===== src/spb_pkg.sv =====
// Package: shared types, constants and codes of the sprite blit pipeline.
`default_nettype none
package spb_pkg;

    localparam int PART_ROWS       = 256;
    localparam int ROW_BYTES       = 256;
    localparam int PALETTE_ENTRIES = 256;
    localparam int SURFACE_WIDTH   = 640;
    localparam int SURFACE_HEIGHT  = 480;

    localparam int PART_DEPTH = PART_ROWS * ROW_BYTES;
    localparam int PART_AW    = $clog2(PART_DEPTH);
    localparam int PAL_AW     = $clog2(PALETTE_ENTRIES);

    localparam int FULL_SCALE  = 1000;
    localparam int SCALE_SHIFT = 28;
    localparam int SCALE_RECIP = ((1 << SCALE_SHIFT) + FULL_SCALE - 1) / FULL_SCALE;
    localparam int RECIP_W     = $clog2(SCALE_RECIP + 1);
    localparam int PROD_W      = 18;
    localparam int QPROD_W     = PROD_W + RECIP_W;

    localparam int Q_W   = 12;
    localparam int REM_W = 23;

    localparam logic [3:0] NIBBLE_MASK = 4'h f;

    typedef enum logic [1:0] {
        OP_LOAD_PART = 2'd0,
        OP_LOAD_PAL  = 2'd1,
        OP_DRAW      = 2'd2
    } t_op;

    typedef enum logic [1:0] {
        DEPTH_1BPP = 2'd0,
        DEPTH_4BPP = 2'd1,
        DEPTH_8BPP = 2'd2
    } t_depth;

    typedef enum logic [2:0] {
        REG_PART_WIDTH  = 3'd0,
        REG_PART_HEIGHT = 3'd1,
        REG_DEPTH_MODE  = 3'd2,
        REG_DEST_WIDTH  = 3'd3,
        REG_DEST_HEIGHT = 3'd4,
        REG_ORIGIN_X    = 3'd5,
        REG_ORIGIN_Y    = 3'd6,
        REG_BRIGHTNESS  = 3'd7
    } t_reg_idx;

    typedef struct packed {
        t_op         operation;
        logic [7:0]  load_row;
        logic [7:0]  load_column;
        logic [7:0]  load_byte;
        logic [7:0]  palette_slot;
        logic [7:0]  palette_red;
        logic [7:0]  palette_green;
        logic [7:0]  palette_blue;
        logic [10:0] local_x;
        logic [10:0] local_y;
        logic [7:0]  palette_shift;
    } t_in;

    typedef struct packed {
        logic        write_enable;
        logic [9:0]  surf_x;
        logic [9:0]  surf_y;
        logic [7:0]  out_red;
        logic [7:0]  out_green;
        logic [7:0]  out_blue;
    } t_out;

    typedef struct packed {
        logic [11:0]        part_width;
        logic [8:0]         part_height;
        logic [1:0]         depth_mode;
        logic [10:0]        dest_width;
        logic [10:0]        dest_height;
        logic signed [15:0] origin_x;
        logic signed [15:0] origin_y;
        logic [9:0]         brightness;
    } t_cfg;

    typedef struct packed {
        t_in              item;
        logic             ok;
        logic [9:0]       tx;
        logic [9:0]       ty;
        logic [REM_W-1:0] rem_x;
        logic [REM_W-1:0] rem_y;
        logic [Q_W-1:0]   q_x;
        logic [Q_W-1:0]   q_y;
    } t_map;

    typedef struct packed {
        t_in        item;
        logic       ok;
        logic [9:0] tx;
        logic [9:0] ty;
        logic [2:0] sx_lo;
    } t_fetch;

    typedef struct packed {
        logic        ok;
        logic [9:0]  tx;
        logic [9:0]  ty;
        logic [23:0] rgb;
    } t_px;

    typedef struct packed {
        logic                  ok;
        logic [9:0]            tx;
        logic [9:0]            ty;
        logic [2:0][PROD_W-1:0] prod;
    } t_sh1;

    typedef struct packed {
        logic                   ok;
        logic [9:0]             tx;
        logic [9:0]             ty;
        logic [2:0][QPROD_W-1:0] qprod;
    } t_sh2;

endpackage
`default_nettype wire


===== src/spb_map.sv =====
// Destination-to-source mapping: rectangle and surface checks, scale multiply, divider pipeline.
`default_nettype none
module spb_map import spb_pkg::*; (
    input  wire logic i_clk,
    input  wire logic i_rst_n,
    input  wire t_cfg i_cfg,
    input  wire logic i_valid,
    input  wire t_in  i_item,
    output logic      o_ready,
    output logic      o_valid,
    output t_map      o_item,
    input  wire logic i_ready
);

    localparam int NST = Q_W + 1;

    logic [NST-1:0] r_v;
    logic [NST-1:0] rdy;
    t_map           r_d [NST];
    t_map           n_d [NST];

    logic signed [16:0] tx_s;
    logic signed [16:0] ty_s;
    logic               in_rect;
    logic               on_surf;

    always_comb begin
        rdy[NST-1] = !r_v[NST-1] || i_ready;
        for (int k = NST - 2; k >= 0; k--) begin
            rdy[k] = !r_v[k] || rdy[k+1];
        end
    end

    always_comb begin
        tx_s = {i_cfg.origin_x[15], i_cfg.origin_x} + $signed({6'b0, i_item.local_x});
        ty_s = {i_cfg.origin_y[15], i_cfg.origin_y} + $signed({6'b0, i_item.local_y});
        in_rect = (i_cfg.dest_width != '0) && (i_cfg.dest_height != '0)
               && (i_cfg.part_width != '0) && (i_cfg.part_height != '0)
               && (i_item.local_x < i_cfg.dest_width)
               && (i_item.local_y < i_cfg.dest_height);
        on_surf = !tx_s[16] && (tx_s < 17'(SURFACE_WIDTH))
               && !ty_s[16] && (ty_s < 17'(SURFACE_HEIGHT));
        n_d[0].item  = i_item;
        n_d[0].ok    = (i_item.operation == OP_DRAW) && in_rect && on_surf;
        n_d[0].tx    = tx_s[9:0];
        n_d[0].ty    = ty_s[9:0];
        n_d[0].rem_x = REM_W'(i_item.local_x) * REM_W'(i_cfg.part_width);
        n_d[0].rem_y = REM_W'(i_item.local_y) * REM_W'(i_cfg.part_height);
        n_d[0].q_x   = '0;
        n_d[0].q_y   = '0;
        for (int k = 1; k < NST; k++) begin
            logic [REM_W-1:0] dvx;
            logic [REM_W-1:0] dvy;
            dvx = REM_W'(i_cfg.dest_width) << (NST - 1 - k);
            dvy = REM_W'(i_cfg.dest_height) << (NST - 1 - k);
            n_d[k] = r_d[k-1];
            if (r_d[k-1].rem_x >= dvx) begin
                n_d[k].rem_x = r_d[k-1].rem_x - dvx;
                n_d[k].q_x[NST-1-k] = 1'b1;
            end
            if (r_d[k-1].rem_y >= dvy) begin
                n_d[k].rem_y = r_d[k-1].rem_y - dvy;
                n_d[k].q_y[NST-1-k] = 1'b1;
            end
        end
    end

    always_ff @(posedge i_clk) begin
        if (!i_rst_n) begin
            r_v <= '0;
        end else begin
            if (rdy[0]) begin
                r_v[0] <= i_valid;
            end
            for (int k = 1; k < NST; k++) begin
                if (rdy[k]) begin
                    r_v[k] <= r_v[k-1];
                end
            end
        end
    end

    always_ff @(posedge i_clk) begin
        for (int k = 0; k < NST; k++) begin
            if (rdy[k]) begin
                r_d[k] <= n_d[k];
            end
        end
    end

    assign o_ready = rdy[0];
    assign o_valid = r_v[NST-1];
    assign o_item  = r_d[NST-1];

endmodule
`default_nettype wire


===== config.mk =====
export PLATFORM = sky130hd
export DESIGN_NAME = spb_map
export DESIGN_NICKNAME = d
export VERILOG_FILES = /design/src/spb_pkg.sv /design/src/spb_map.sv
export SDC_FILE = /design/constraint.sdc
export NUM_CORES = 2
export LEC_CHECK = 0
export BUFFER_PORTS_ARGS = -buffer_cell sky130_fd_sc_hd__buf_2
export CORE_MARGIN = 4
export CORE_UTILIZATION = 55
export DETAILED_ROUTE_END_ITERATION = 10
export GPL_TIMING_DRIVEN = 0
export PLACE_DENSITY = 0.77
export SLEW_MARGIN = 30
export SYNTH_ARGS = -nofsm -noshare
export SYNTH_HDL_FRONTEND = slang
export SYNTH_SLANG_ARGS = --single-unit

===== constraint.sdc =====
create_clock -name i_clk -period 12.75 [get_ports i_clk]
set_clock_uncertainty 0.1 [all_clocks]
set_input_delay 1.275 -clock i_clk [delete_from_list [all_inputs] [get_ports i_clk]]
set_output_delay 1.275 -clock i_clk [all_outputs]
set_load 0.02 [all_outputs]

==> results.md <==
- Status: complete, no violations
- Final setup vio count: 0
- Syn. warnings: 0
- Minimum clock period: slightly below 7 ns
- I/O pins: 360
- Worst reg-to-reg path cell count: 10
- Total grt overflow: 0
- Wire length of the first global-routing pass: ~280000 um
- Post-synth cell types: 90
- # port buffers: 347
- Post-CTS setup buffer count: 0
- Die area: 176000 um^2
- Worst r2r src: r_v[12]$_SDFFE_PN0P_
- Wirelength, routed: 179000 um
- Final max-slew violation count: 0
- Die Span Y: between 400 and 500 um
- Syn nets: 6836
- Maximum clock path buffer count: 3
- Initial antenna violation count: 4
- Worst Setup Path Type: primary input to primary output
- Slew headroom: between 30 and 40%
- Share of cells above drive strength 1: 14.8%
- CP startpoint: i_ready
- Ranking of synthesized cells by area: edfxtp_1 (70%), ha_1 (5.4%), fa_1 (3.8%)
- Routability cong.: 0.907
- CTS tree: built
- Hold WS: roughly 0.28 ns
- Synth Flop Type: edfxtp_1
- FMAX: 144 MHz
- Met3 usage: under 10%
- CP required: 11.38 ns
- Register clock-pin slew on the reported worst setup and hold paths: around 0.060 ns
- Setup crit start kind: primary input
- Met1 Use GR: 26.2%
- TNS Setup: 0 ns
- CP arrival: around 5.6 ns
- H-Tree Depth: 4
- Post-Synth XOR/XNOR Area: around 3.2%
- CTS Sinks: between 2k and 2.5k
- RSZ-0062 raised after global routing: false
- Drt wl/cell: 19.8 um
- Largest family of logic cells by synthesized area: adder cells
- Post-synth top area cell: edfxtp_1
- Vias in the first global route: between 50k and 60k
- Simple-gate share of the synthesized area: between 7 and 8%
- Register area share after synthesis: 70.0%
- Via-per-instance ratio: 5.42
- Nets: 7429
- Clk_lat worst skew: 0.86 ns
- N_diodes: 0
- DR vias: 49.0k
- Synth Area in Compound Gates: 5.55%
- CTS Hold Bufs: 0
- Post-synth top cells: edfxtp_1 (2168), ha_1 (405), nand2_1 (383)
- Worst setup EP type: primary output
- Least-Margin Pin Slew: 0.984 ns
- Final ANT Viol Nets: 0
- Root Buffer Master: clkbuf_16
- Number of DRC markers in iteration 0: between 3k and 4k
- Routing usage on met2: 35.7%
- Endpoints failing hold: 0
- CP endpoint: o_ready
- DRC viols: 0
- Tot GR Track Use: 20.6%
- DP HPWL: 123000 um
- HP Class: flop to flop
- Peak VDD IR: 0.121 mV
- Post-CTS resize count: 0
- Crit path max fanout: 44
- Synth Instances: 6073
- Mean Syn Cell Area: between 15 and 20 um^2
- Drt pass-1 iters: 5
- Starting density of the core: a little under three fifths
- Largest net degree at the start of global routing: 89
- Yosys reg bits: 2181
- Top-count cell post-synth: edfxtp_1
- Async SR Flop Fraction: 0%
- GR peak layer: met2
- Final worst-path cycle share: roughly 54%
- Post-synth EDFFs: 2168
- Die Wd: 420 um
- Core area: 168000 um^2
- Reg2Reg Setup Slack: 8.00 ns
- R2R Path End: r_d[0][345]$_DFFE_PP_
- Area grow syn2layout: 13.3%
- Multiplexer area fraction after synthesis: less than 1%
- Pleak: 41.8 nW
- Adder-Cell Fraction of Synth Area: 9.27%
- Pwr dens: 217 nW/um^2
- Synth top area share: 69.7%
- CTS Buf Count: 206
- Max_cap viols: 0
- Rows: 150
- Cell Area, Synth: 93400 um^2
## cell families (layout without fill, tap and decap cells)
kind of cell,count (synthesis),in the layout
buffers and inverters,644,1408
xor gates and xnor gates,342,342
muxes,85,85
DFF,2181,2181
AOI/OAI and AO/OA,824,824
adders and majority gates,584,584
and+or+nand+nor,1413,1413
## layout make-up
class / count / area [um^2]
Tap cell: 2204 / 2760
Buffer: 270 / 1720
Clock inverter: 140 / 1590
Timing Repair Buffer: 385 / 2680
Sequential cell: 2181 / 65400
Clock buffer: 239 / 5290
Fill cell: 11900 / 62200
Inverter: 374 / 1460
Multi-Input combinational cell: 3248 / 24900
## state kept, by name (all words and copies together), names as in the netlist
signal	flops
r_v	13
r_d	2168
## metal layers
metal  part of all wire, %  vias up
li1                      -    23500
met1                    42    23900
met2                    50     1275
met3                   4.6      371
met4                   3.6        4
met5                 0.012        -
## critical path: stages
cell and delay [ns]:
buf_2 0.09, nor2b_1 0.55, inv_8 0.26, nor2_1 0.45
and2_1 0.44, and3_1 0.45, and3_1 0.45, and3_1 0.45
nand2_4 0.11, buf_16 0.20, buf_16 0.24, buf_16 0.24
buf_2 0.21
## cells in the final DEF, fill, tap and decap left out, drive strengths merged, types with 45 or more instances in the layout
cell,Yosys,final
clkinv,0,95
nand3,65,65
nor4,62,62
nand2,383,383
ha,405,405
and2,120,120
nor2,298,298
edfxtp,2168,2168
mux2,55,55
buf,206,591
o21ai,223,223
or3,45,45
fa,179,179
xor2,173,173
xnor2,169,169
nand2b,70,70
nor2b,80,80
a21oi,242,242
a21o,77,77
clkbuf,64,303
nor3,132,132
inv,374,380
## how the worst min path moves through the flow
stage,start,end,cells after the start
2_1_floorplan,r_d[0][821]$_DFFE_PP_,r_d[0][1000]$_DFFE_PP_,0
3_5_place_dp,r_d[0][833]$_DFFE_PP_,r_d[0][1012]$_DFFE_PP_,0
6_report,r_d[1][545]$_DFFE_PP_,r_d[1][724]$_DFFE_PP_,0
3_3_place_gp,r_d[1][154]$_DFFE_PP_,r_d[1][333]$_DFFE_PP_,0
4_1_cts,r_d[0][724]$_DFFE_PP_,r_d[0][903]$_DFFE_PP_,0
5_1_grt,r_d[0][724]$_DFFE_PP_,r_d[0][903]$_DFFE_PP_,0
## per-stage QoR
step                instance area [um^2]  total power [mW]  cells  worst slack (ns)  util (%)
floorplan                          93400              15.3   6073              1.84         -
global placement                   97900              16.7   8624             -3.21      58.3
detailed placement                 98900              16.9   8662              5.30      58.9
CTS                               106000              23.1   9041              5.81      63.0
global route                      106000              24.4   9041              5.55      63.0
finish                            106000              23.0   9041              5.81      63.0
## power by group
part | total [mW] | leakage, nW | internal [mW] | switching (mW)
combinational | 6.31 | 15.6 | 2.84 | 3.46
clock | 6.10 | 3.29 | 3.47 | 2.63
sequential | 10.6 | 23.0 | 9.85 | 0.751
Power figures use the tool's default switching activity.
