**src/spb_pkg.sv**
```systemverilog
// Package: shared types, constants and codes of the sprite blit pipeline.
`default_nettype none
package spb_pkg;

    localparam int PART_ROWS       = 256;
    localparam int ROW_BYTES       = 256;
    localparam int PALETTE_ENTRIES = 256;
    localparam int SURFACE_WIDTH   = 640;
    localparam int SURFACE_HEIGHT  = 480;

    localparam int PART_DEPTH = PART_ROWS * ROW_BYTES;
    localparam int PART_AW    = $clog2(PART_DEPTH);
    localparam int PAL_AW     = $clog2(PALETTE_ENTRIES);

    localparam int FULL_SCALE  = 1000;
    localparam int SCALE_SHIFT = 28;
    localparam int SCALE_RECIP = ((1 << SCALE_SHIFT) + FULL_SCALE - 1) / FULL_SCALE;
    localparam int RECIP_W     = $clog2(SCALE_RECIP + 1);
    localparam int PROD_W      = 18;
    localparam int QPROD_W     = PROD_W + RECIP_W;

    localparam int Q_W   = 12;
    localparam int REM_W = 23;

    localparam logic [3:0] NIBBLE_MASK = 4'h f;

    typedef enum logic [1:0] {
        OP_LOAD_PART = 2'd0,
        OP_LOAD_PAL  = 2'd1,
        OP_DRAW      = 2'd2
    } t_op;

    typedef enum logic [1:0] {
        DEPTH_1BPP = 2'd0,
        DEPTH_4BPP = 2'd1,
        DEPTH_8BPP = 2'd2
    } t_depth;

    typedef enum logic [2:0] {
        REG_PART_WIDTH  = 3'd0,
        REG_PART_HEIGHT = 3'd1,
        REG_DEPTH_MODE  = 3'd2,
        REG_DEST_WIDTH  = 3'd3,
        REG_DEST_HEIGHT = 3'd4,
        REG_ORIGIN_X    = 3'd5,
        REG_ORIGIN_Y    = 3'd6,
        REG_BRIGHTNESS  = 3'd7
    } t_reg_idx;

    typedef struct packed {
        t_op         operation;
        logic [7:0]  load_row;
        logic [7:0]  load_column;
        logic [7:0]  load_byte;
        logic [7:0]  palette_slot;
        logic [7:0]  palette_red;
        logic [7:0]  palette_green;
        logic [7:0]  palette_blue;
        logic [10:0] local_x;
        logic [10:0] local_y;
        logic [7:0]  palette_shift;
    } t_in;

    typedef struct packed {
        logic        write_enable;
        logic [9:0]  surf_x;
        logic [9:0]  surf_y;
        logic [7:0]  out_red;
        logic [7:0]  out_green;
        logic [7:0]  out_blue;
    } t_out;

    typedef struct packed {
        logic [11:0]        part_width;
        logic [8:0]         part_height;
        logic [1:0]         depth_mode;
        logic [10:0]        dest_width;
        logic [10:0]        dest_height;
        logic signed [15:0] origin_x;
        logic signed [15:0] origin_y;
        logic [9:0]         brightness;
    } t_cfg;

    typedef struct packed {
        t_in              item;
        logic             ok;
        logic [9:0]       tx;
        logic [9:0]       ty;
        logic [REM_W-1:0] rem_x;
        logic [REM_W-1:0] rem_y;
        logic [Q_W-1:0]   q_x;
        logic [Q_W-1:0]   q_y;
    } t_map;

    typedef struct packed {
        t_in        item;
        logic       ok;
        logic [9:0] tx;
        logic [9:0] ty;
        logic [2:0] sx_lo;
    } t_fetch;

    typedef struct packed {
        logic        ok;
        logic [9:0]  tx;
        logic [9:0]  ty;
        logic [23:0] rgb;
    } t_px;

    typedef struct packed {
        logic                  ok;
        logic [9:0]            tx;
        logic [9:0]            ty;
        logic [2:0][PROD_W-1:0] prod;
    } t_sh1;

    typedef struct packed {
        logic                   ok;
        logic [9:0]             tx;
        logic [9:0]             ty;
        logic [2:0][QPROD_W-1:0] qprod;
    } t_sh2;

endpackage
`default_nettype wire

```
**src/spb_shade.sv**
```systemverilog
// Brightness scaling of the palette color and the result register.
`default_nettype none
module spb_shade import spb_pkg::*; (
    input  wire logic i_clk,
    input  wire logic i_rst_n,
    input  wire t_cfg i_cfg,
    input  wire logic i_valid,
    input  wire t_px  i_item,
    output logic      o_ready,
    output logic      o_valid,
    output t_out      o_item,
    input  wire logic i_ready
);

    logic   r_v1;
    logic   r_v2;
    logic   r_v3;
    t_sh1   r_d1;
    t_sh1   n_d1;
    t_sh2   r_d2;
    t_sh2   n_d2;
    t_out   r_out;
    t_out   n_out;
    logic   rdy1;
    logic   rdy2;
    logic   rdy3;
    logic [9:0] bsat;

    assign rdy3    = !r_v3 || i_ready;
    assign rdy2    = !r_v2 || rdy3;
    assign rdy1    = !r_v1 || rdy2;
    assign o_ready = rdy1;

    always_comb begin
        bsat = (i_cfg.brightness > 10'(FULL_SCALE)) ? 10'(FULL_SCALE) : i_cfg.brightness;
        n_d1.ok = i_item.ok;
        n_d1.tx = i_item.tx;
        n_d1.ty = i_item.ty;
        for (int c = 0; c < 3; c++) begin
            n_d1.prod[c] = PROD_W'(i_item.rgb[c*8 +: 8]) * PROD_W'(bsat);
        end
        n_d2.ok = r_d1.ok;
        n_d2.tx = r_d1.tx;
        n_d2.ty = r_d1.ty;
        for (int c = 0; c < 3; c++) begin
            n_d2.qprod[c] = QPROD_W'(r_d1.prod[c]) * QPROD_W'(SCALE_RECIP);
        end
        n_out = '0;
        if (r_d2.ok) begin
            n_out.write_enable = 1'b1;
            n_out.surf_x       = r_d2.tx;
            n_out.surf_y       = r_d2.ty;
            n_out.out_blue     = 8'(r_d2.qprod[0] >> SCALE_SHIFT);
            n_out.out_green    = 8'(r_d2.qprod[1] >> SCALE_SHIFT);
            n_out.out_red      = 8'(r_d2.qprod[2] >> SCALE_SHIFT);
        end
    end

    always_ff @(posedge i_clk) begin
        if (!i_rst_n) begin
            r_v1 <= 1'b0;
            r_v2 <= 1'b0;
            r_v3 <= 1'b0;
        end else begin
            if (rdy1) begin
                r_v1 <= i_valid;
            end
            if (rdy2) begin
                r_v2 <= r_v1;
            end
            if (rdy3) begin
                r_v3 <= r_v2;
            end
        end
    end

    always_ff @(posedge i_clk) begin
        if (rdy1) begin
            r_d1 <= n_d1;
        end
        if (rdy2) begin
            r_d2 <= n_d2;
        end
        if (rdy3) begin
            r_out <= n_out;
        end
    end

    assign o_valid = r_v3;
    assign o_item  = r_out;

endmodule
`default_nettype wire

```
**config.mk**
```make
export PLATFORM = sky130hd
export DESIGN_NAME = spb_shade
export DESIGN_NICKNAME = d
export VERILOG_FILES = /design/src/spb_pkg.sv /design/src/spb_shade.sv
export SDC_FILE = /design/constraint.sdc
export NUM_CORES = 1
export LEC_CHECK = 0
export BUFFER_PORTS_ARGS = -buffer_cell sky130_fd_sc_hd__buf_2
export CAP_MARGIN = 15
export CELL_PAD_IN_SITES_DETAIL_PLACEMENT = 1
export CELL_PAD_IN_SITES_GLOBAL_PLACEMENT = 1
export CORE_MARGIN = 3
export CORE_UTILIZATION = 23
export DETAILED_ROUTE_END_ITERATION = 12
export PLACE_DENSITY_LB_ADDON = 0.1
export SLEW_MARGIN = 10
export SYNTH_ARGS = -nofsm -noshare
export SYNTH_HDL_FRONTEND = slang
export SYNTH_SLANG_ARGS = --single-unit
```
**constraint.sdc**
```tcl
create_clock -name i_clk -period 5.2 [get_ports i_clk]
set_input_delay 0.52 -clock i_clk [delete_from_list [all_inputs] [get_ports i_clk]]
set_output_delay 0.52 -clock i_clk [all_outputs]
set_load 0.05 [all_outputs]
```
==> results.md, run 1 <==
* RSZ-0062 raised after global routing: yes
* Hold Crit Class: primary input to flip-flop
* Startpoint type of the worst setup path: flip-flop
* CP required at 5.45 ns
* EDFF count, synth at 165
* CTS tree: done
* Synth warn at 0
* Post-synthesis adder-cell area fraction at 52.4%
* IO Port Bufs at 105
* DRC at 0
* Final-layout fill cell count at 11.5k
* Fin. Hold Viols at 0
* CORE AREA at 102,000 µm²
* Die width at 328 µm
* Maxcap violations at 0
* Antenna-violating nets left at 0
* Final worst slack at -0.000633 ns
* Hold Crit Start: i_item[27]
* WL per Instance at 15.6 µm
* Fmax at 0.192 GHz
* Hold Path Sink: n_d2[114]
* Largest net degree at the start of global routing at 59
* Clock root buffer master: clkbuf_16
* Clk Latency, worst-skew pair at 0.49 ns
* Top-count cell post-synth: ha_1
* Register area share after synthesis at 21.1%
* Reg2reg setup slack at -0.0006 ns
* Inserted Clock Buffers at 17
* Failing checks: setup timing
* Dpl hpwl at 51,500 µm
* Gr ovfl total at 0
* FP Rows at 117
* Crit path max fanout at 4
* Yosys reg bits at 168
* First-pass GRT wire length at 99,900 µm
* Hold Crit Depth at 1
* NumNets Final at 3,481
* Part of the cycle the worst path needs at 100%
* Vias per cell at 4.15
* Worst Reg-to-Reg Cells at 18
* Kind of critical path: flip-flop to flip-flop
* Die Ht at 328 µm
* Main combinational cell family by area after synthesis: adder cells
* I/O pin total at 183
* Clk buf depth at 2
* Synth Area in Compound Gates at 5.49%
* Fraction of final layout cells sized beyond drive strength 1 at 15.9%
* Post-synth ARST share at 0%
* Final wirelength at 61,000 µm
* Num Clock Sinks at 168
* Post-synthesis mux area share at 0%
* Total Die Area at 107,000 µm²
* Main synth FF type: edfxtp_1
* Arr. time, crit path at 5.45 ns
* Simple-gate share of the synthesized area at 10.7%
* Cell Area, Synth at 23,800 µm²
* Most common library cells after synthesis: ha_1 (546), inv_1 (502), fa_1 (282)
* Top cell type's share of synthesized area at 28.7%
* Setup Viol. Count Final at 1
* Worst r2r src: r_d1[43]
* Global Route Usage Sum at 11.8%
* Synth area leaders: ha_1 (29%), fa_1 (24%), edfxtp_1 (21%), inv_1 (7.9%), and2_1 (5.2%)
* Clk_skew at 0.0154 ns
* Synth cell types at 59
* Worst-path clk slew at 0.08 ns
* Worst slew pin tran at 0.844 ns
* Synthesis-to-finish area growth at 19.6%
* Reg2reg end: r_d2[108]
* Hold-fix buffers, CTS at 0
* Crit path capture type: flip-flop
* Status: complete, but fails checks
* Initial Util at 23.3%
* Min Tclk post-route at 5.20 ns
* Yosys top cell by area: ha_1
* H-tree depth at 4
* Final max-slew violation count at 0
* DR iter-0 viols at 433
* DR vias at 16.2k
* Detailed-router iteration count before antenna repair at 4
* Hold slack at 0.198 ns
* Post-Synth XOR/XNOR Area at 1.88%
* Initial antenna violation count at 11
* Post-Syn Area per Cell at 10.7 µm²
* Headroom to the max-slew limit at 43.7%
* GPL Wtd Cong at 0.750
* Number of global-route vias before repair at 18.3k
* Syn nets at 3,187
* Cell count after synthesis at 2,223
## stage by stage
| stage | cells | setup slack (ns) | instance area [µm²] | util (%) | setup TNS (ns) |
|---|---|---|---|---|---|
| final | 3901 | -0.000633 | 28500 | 27.8 | -0.000633 |
| after global routing | 3899 | -0.274 | 28500 | 27.8 | -1.53 |
| after CTS | 3888 | -0.0863 | 28200 | 27.6 | -0.238 |
| after detailed placement | 3844 | -0.429 | 27400 | 26.8 | -7.32 |
| after global placement | 3844 | -0.318 | 27400 | 26.8 | -5.90 |
| after floorplan | 2223 | -0.00570 | 23900 | - | -0.00570 |
## metal layers
metal	track usage [%]	share of wire [%]
met1	16.4	51
met2	19.6	46
met3	1.65	2.0
met4	2.48	0.99
met5	0	0.021
## cell families after synthesis
group	count (synthesis)
AO/OA/AOI/OAI	190
adder cells (fa/ha/maj)	828
XOR/XNOR	51
buffers and inverters	536
AND/OR/NAND/NOR	450
flip-flops	168
## placed cells by master (no fill, tap or decap), types with 4 or more instances in the layout
cell,n
ha_1,536
o31ai_1,4
ha_4,8
and2_1,198
a311oi_1,4
a21o_1,24
buf_4,194
and3_1,68
nor3_1,12
clkbuf_16,17
nand2_1,57
o21a_1,9
o211ai_1,5
buf_6,5
o21ai_0,14
xor2_1,11
inv_1,494
clkinv_8,8
fa_1,282
a31o_2,4
xnor2_1,39
a21oi_2,4
o21bai_1,8
nand3_1,14
buf_2,105
nor2_1,39
nor2b_1,9
nand4_1,12
edfxtp_1,165
a21oi_1,48
buf_12,5
o21ai_1,10
a211oi_1,7
inv_2,8
or3_1,11
nand2b_1,5
## worst max path at each step
stage	cells after the start	slack (ns)	end	start
final	18	-0.0006	r_d2[108]	r_d1[43]
after global placement	19	-0.32	r_d1[52]	i_cfg[2]
after global routing	19	-0.27	r_d2[109]	r_d1[43]
after floorplan	18	-0.006	r_d1[52]	i_cfg[2]
after detailed placement	17	-0.43	r_d2[72]	r_d1[24]
after CTS	19	-0.09	r_d2[72]	r_d1[25]
## flip-flops by register name (all words and copies together), names as in the netlist
signal,flops
n_d2,21
o_item,45
o_valid,1
r_d1,54
r_d2,45
r_v1,1
r_v2,1
## worst max-delay path, cell delays in order (launching register included)
cell      delay, ns
edfxtp_1       0.48
ha_1           0.34
ha_1           0.13
inv_1          0.04
fa_1           0.47
inv_1          0.06
fa_1           0.53
inv_1          0.05
fa_1           0.48
inv_1          0.06
fa_1           0.53
ha_4           0.22
a21oi_4        0.14
o211ai_1       0.12
a221o_1        0.33
or3_1          0.33
o211ai_1       0.29
a21boi_2       0.12
o31a_1         0.25
## cell type report
| cell class | instances | area, µm² | share of cell area, % |
|---|---|---|---|
| inverter | 502 | 1880 | 6.61 |
| tap | 1368 | 1710 | 6.01 |
| clock inverter | 15 | 216 | 0.760 |
| clock buffer | 17 | 425 | 1.49 |
| timing repair buffer | 309 | 2140 | 7.51 |
| multi-input combinational | 1519 | 17100 | 60.0 |
| sequential | 168 | 5010 | 17.6 |
| antenna | 3 | 7.51 | 0.0264 |
## repair_timing
action / CTS / global route
pin swaps: 19 / 28
setup endpoints to repair: 16 / 27
buffers inserted: 12 / 9
resized for setup: 18 / 31
cloned: 0 / 0
Power of run 1 is not shown: default switching activity piles up to over one toggle a cycle in this logic, so the estimate is an artifact.
==> run 2: changes to the inputs <==
- BUFFER_PORTS_ARGS: -buffer_cell sky130_fd_sc_hd__buf_2 -> -buffer_cell sky130_fd_sc_hd__clkbuf_2
==> results.md, run 2 (same netlist as run 1, synthesis figures left out) <==
* Final core utilization at 27.7% (was 27.8%)
* Part of the cycle the worst path needs at 100% (about the same)
* Num Clock Sinks at 168 (unchanged)
* Final worst slack at -0.0163 ns (was -0.000633 ns)
* Die Ht at 328 µm (unchanged)
* Setup Viol. Count Final at 3 (was 1)
* Worst slack at placement at -0.415 ns (was -0.429 ns)
* Worst-path clk slew at 0.08 ns (about the same)
* Arr. time, crit path at 5.45 ns (about the same)
* Status: complete, but fails checks (unchanged)
* Clk buf depth at 2 (unchanged)
* Total Die Area at 107,000 µm² (unchanged)
* DRC at 0 (unchanged)
* Initial antenna violation count at 7 (was 11)
* Detailed-router iteration count before antenna repair at 4 (unchanged)
* First-pass GRT wire length at 99,800 µm (was 99,900 µm)
* Gr ovfl total at 0 (unchanged)
* Fmax at 0.192 GHz (about the same)
* IO Port Bufs at 105 (unchanged)
* Crit path capture type: flip-flop (unchanged)
* WL per Instance at 15.6 µm (about the same)
* Clk Latency, worst-skew pair at 0.50 ns (was 0.49 ns)
* Kind of critical path: flip-flop to flip-flop (unchanged)
* Failing checks: setup timing (unchanged)
* DR vias at 16.2k (about the same)
* Headroom to the max-slew limit at 45.6% (was 43.7%)
* Maxcap violations at 0 (unchanged)
* Startpoint type of the worst setup path: flip-flop (unchanged)
* Synthesis-to-finish area growth at 19.2% (was 19.6%)
* Inserted Clock Buffers at 17 (unchanged)
* Commonest non-fill, non-tap cell in the layout: ha_1 (unchanged)
* Initial Util at 23.3% (unchanged)
* NumNets Final at 3,471 (was 3,481)
* Crit path max fanout at 4 (unchanged)
* Hold-fix buffers, CTS at 0 (unchanged)
* Dpl hpwl at 51,000 µm (was 51,500 µm)
* Fraction of final layout cells sized beyond drive strength 1 at 15.8% (was 15.9%)
* CORE AREA at 102,000 µm² (unchanged)
* Fin. Hold Viols at 0 (unchanged)
* Final wirelength at 60,700 µm (was 61,000 µm)
* Clk_skew at 0.0170 ns (was 0.0154 ns)
* CP required at 5.43 ns (was 5.45 ns)
* Antenna-violating nets left at 0 (unchanged)
* Worst slew pin tran at 0.815 ns (was 0.844 ns)
* Vias per cell at 4.16 (was 4.15)
* GPL Wtd Cong at 0.730 (was 0.750)
* H-tree depth at 4 (unchanged)
* Largest net degree at the start of global routing at 56 (was 59)
* Min Tclk post-route at 5.22 ns (was 5.20 ns)
* CTS tree: done (unchanged)
* Global Route Usage Sum at 11.8% (about the same)
* Fin Setup TNS at -0.0343 ns (was -0.000633 ns)
* Final max-slew violation count at 0 (unchanged)
* Hold Crit Class: primary input to flip-flop (unchanged)
* DR iter-0 viols at 387 (was 433)
* Most frequent cells in the layout: ha_1 (537), inv_1 (497), fa_1 (282), and2_1 (197), buf_4 (185) (was ha_1 (536), inv_1 (494), fa_1 (282), and2_1 (198), buf_4 (194))
* FP Rows at 117 (unchanged)
* I/O pin total at 183 (unchanged)
* Biggest register: r_d1 (unchanged)
* Max FFs per register at 54 (unchanged)
* Clock root buffer master: clkbuf_16 (unchanged)
* Hold slack at 0.196 ns (was 0.198 ns)
* Number of global-route vias before repair at 18.5k (was 18.3k)
* RSZ-0062 raised after global routing: yes (unchanged)
* Die width at 328 µm (unchanged)
[run 2: repair_timing]
item,in CTS,in global routing
gates resized for setup,15,38
buffers inserted,13,11
endpoints found under the setup margin,16,29
pin swaps,15,31
[run 2: metal layers]
layer  vias to the layer above  global-route usage (%)  routed length, µm
met4                         4                    2.21                515
met1                      8125                    16.3              30400
met2                       139                    19.5              27900
met3                        31                    1.82               1780
li1                       7895                       -                  -
met5                         -                       0                 32
[run 2: stage by stage]
stage,cell area (µm²),cells
final,28400,3890
after global routing,28400,3888
after CTS,28100,3876
after detailed placement,27300,3833
after global placement,27300,3833
after floorplan,23900,2223
[run 2: path summary, 6_finish.rpt]
path,cells after the start,slack (ns),from,end
setup / recovery,19,-0.02,r_d1[26],r_d2[72]
hold / removal,1,0.20,i_item[29],n_d2[116]
setup reg to reg,19,-0.02,r_d1[26],r_d2[72]
hold reg to reg,0,0.42,n_d2[127],r_d2[127]
[run 2: layout make-up]
cell class / instances / area [µm²]
fill: 11600 / 73900
multi-input combinational: 1519 / 17100
sequential: 168 / 5010
timing repair buffer: 299 / 2050
inverter: 502 / 1880
tap: 1368 / 1710
clock buffer: 17 / 425
clock inverter: 15 / 220
antenna: 2 / 5.00
[run 2: critical path, stage by stage (launching register included)]
cell      delay (ns)
edfxtp_1        0.45
ha_1            0.32
ha_2            0.16
inv_2           0.03
fa_1            0.48
inv_2           0.04
fa_1            0.54
inv_1           0.05
fa_1            0.51
inv_2           0.05
fa_1            0.44
ha_1            0.30
nand4_1         0.13
or4_4           0.55
nor4_2          0.14
buf_4           0.18
o41a_4          0.20
o21ai_4         0.07
o221ai_2        0.19
xor2_1          0.12
Power of run 2 is left out for the same reason.
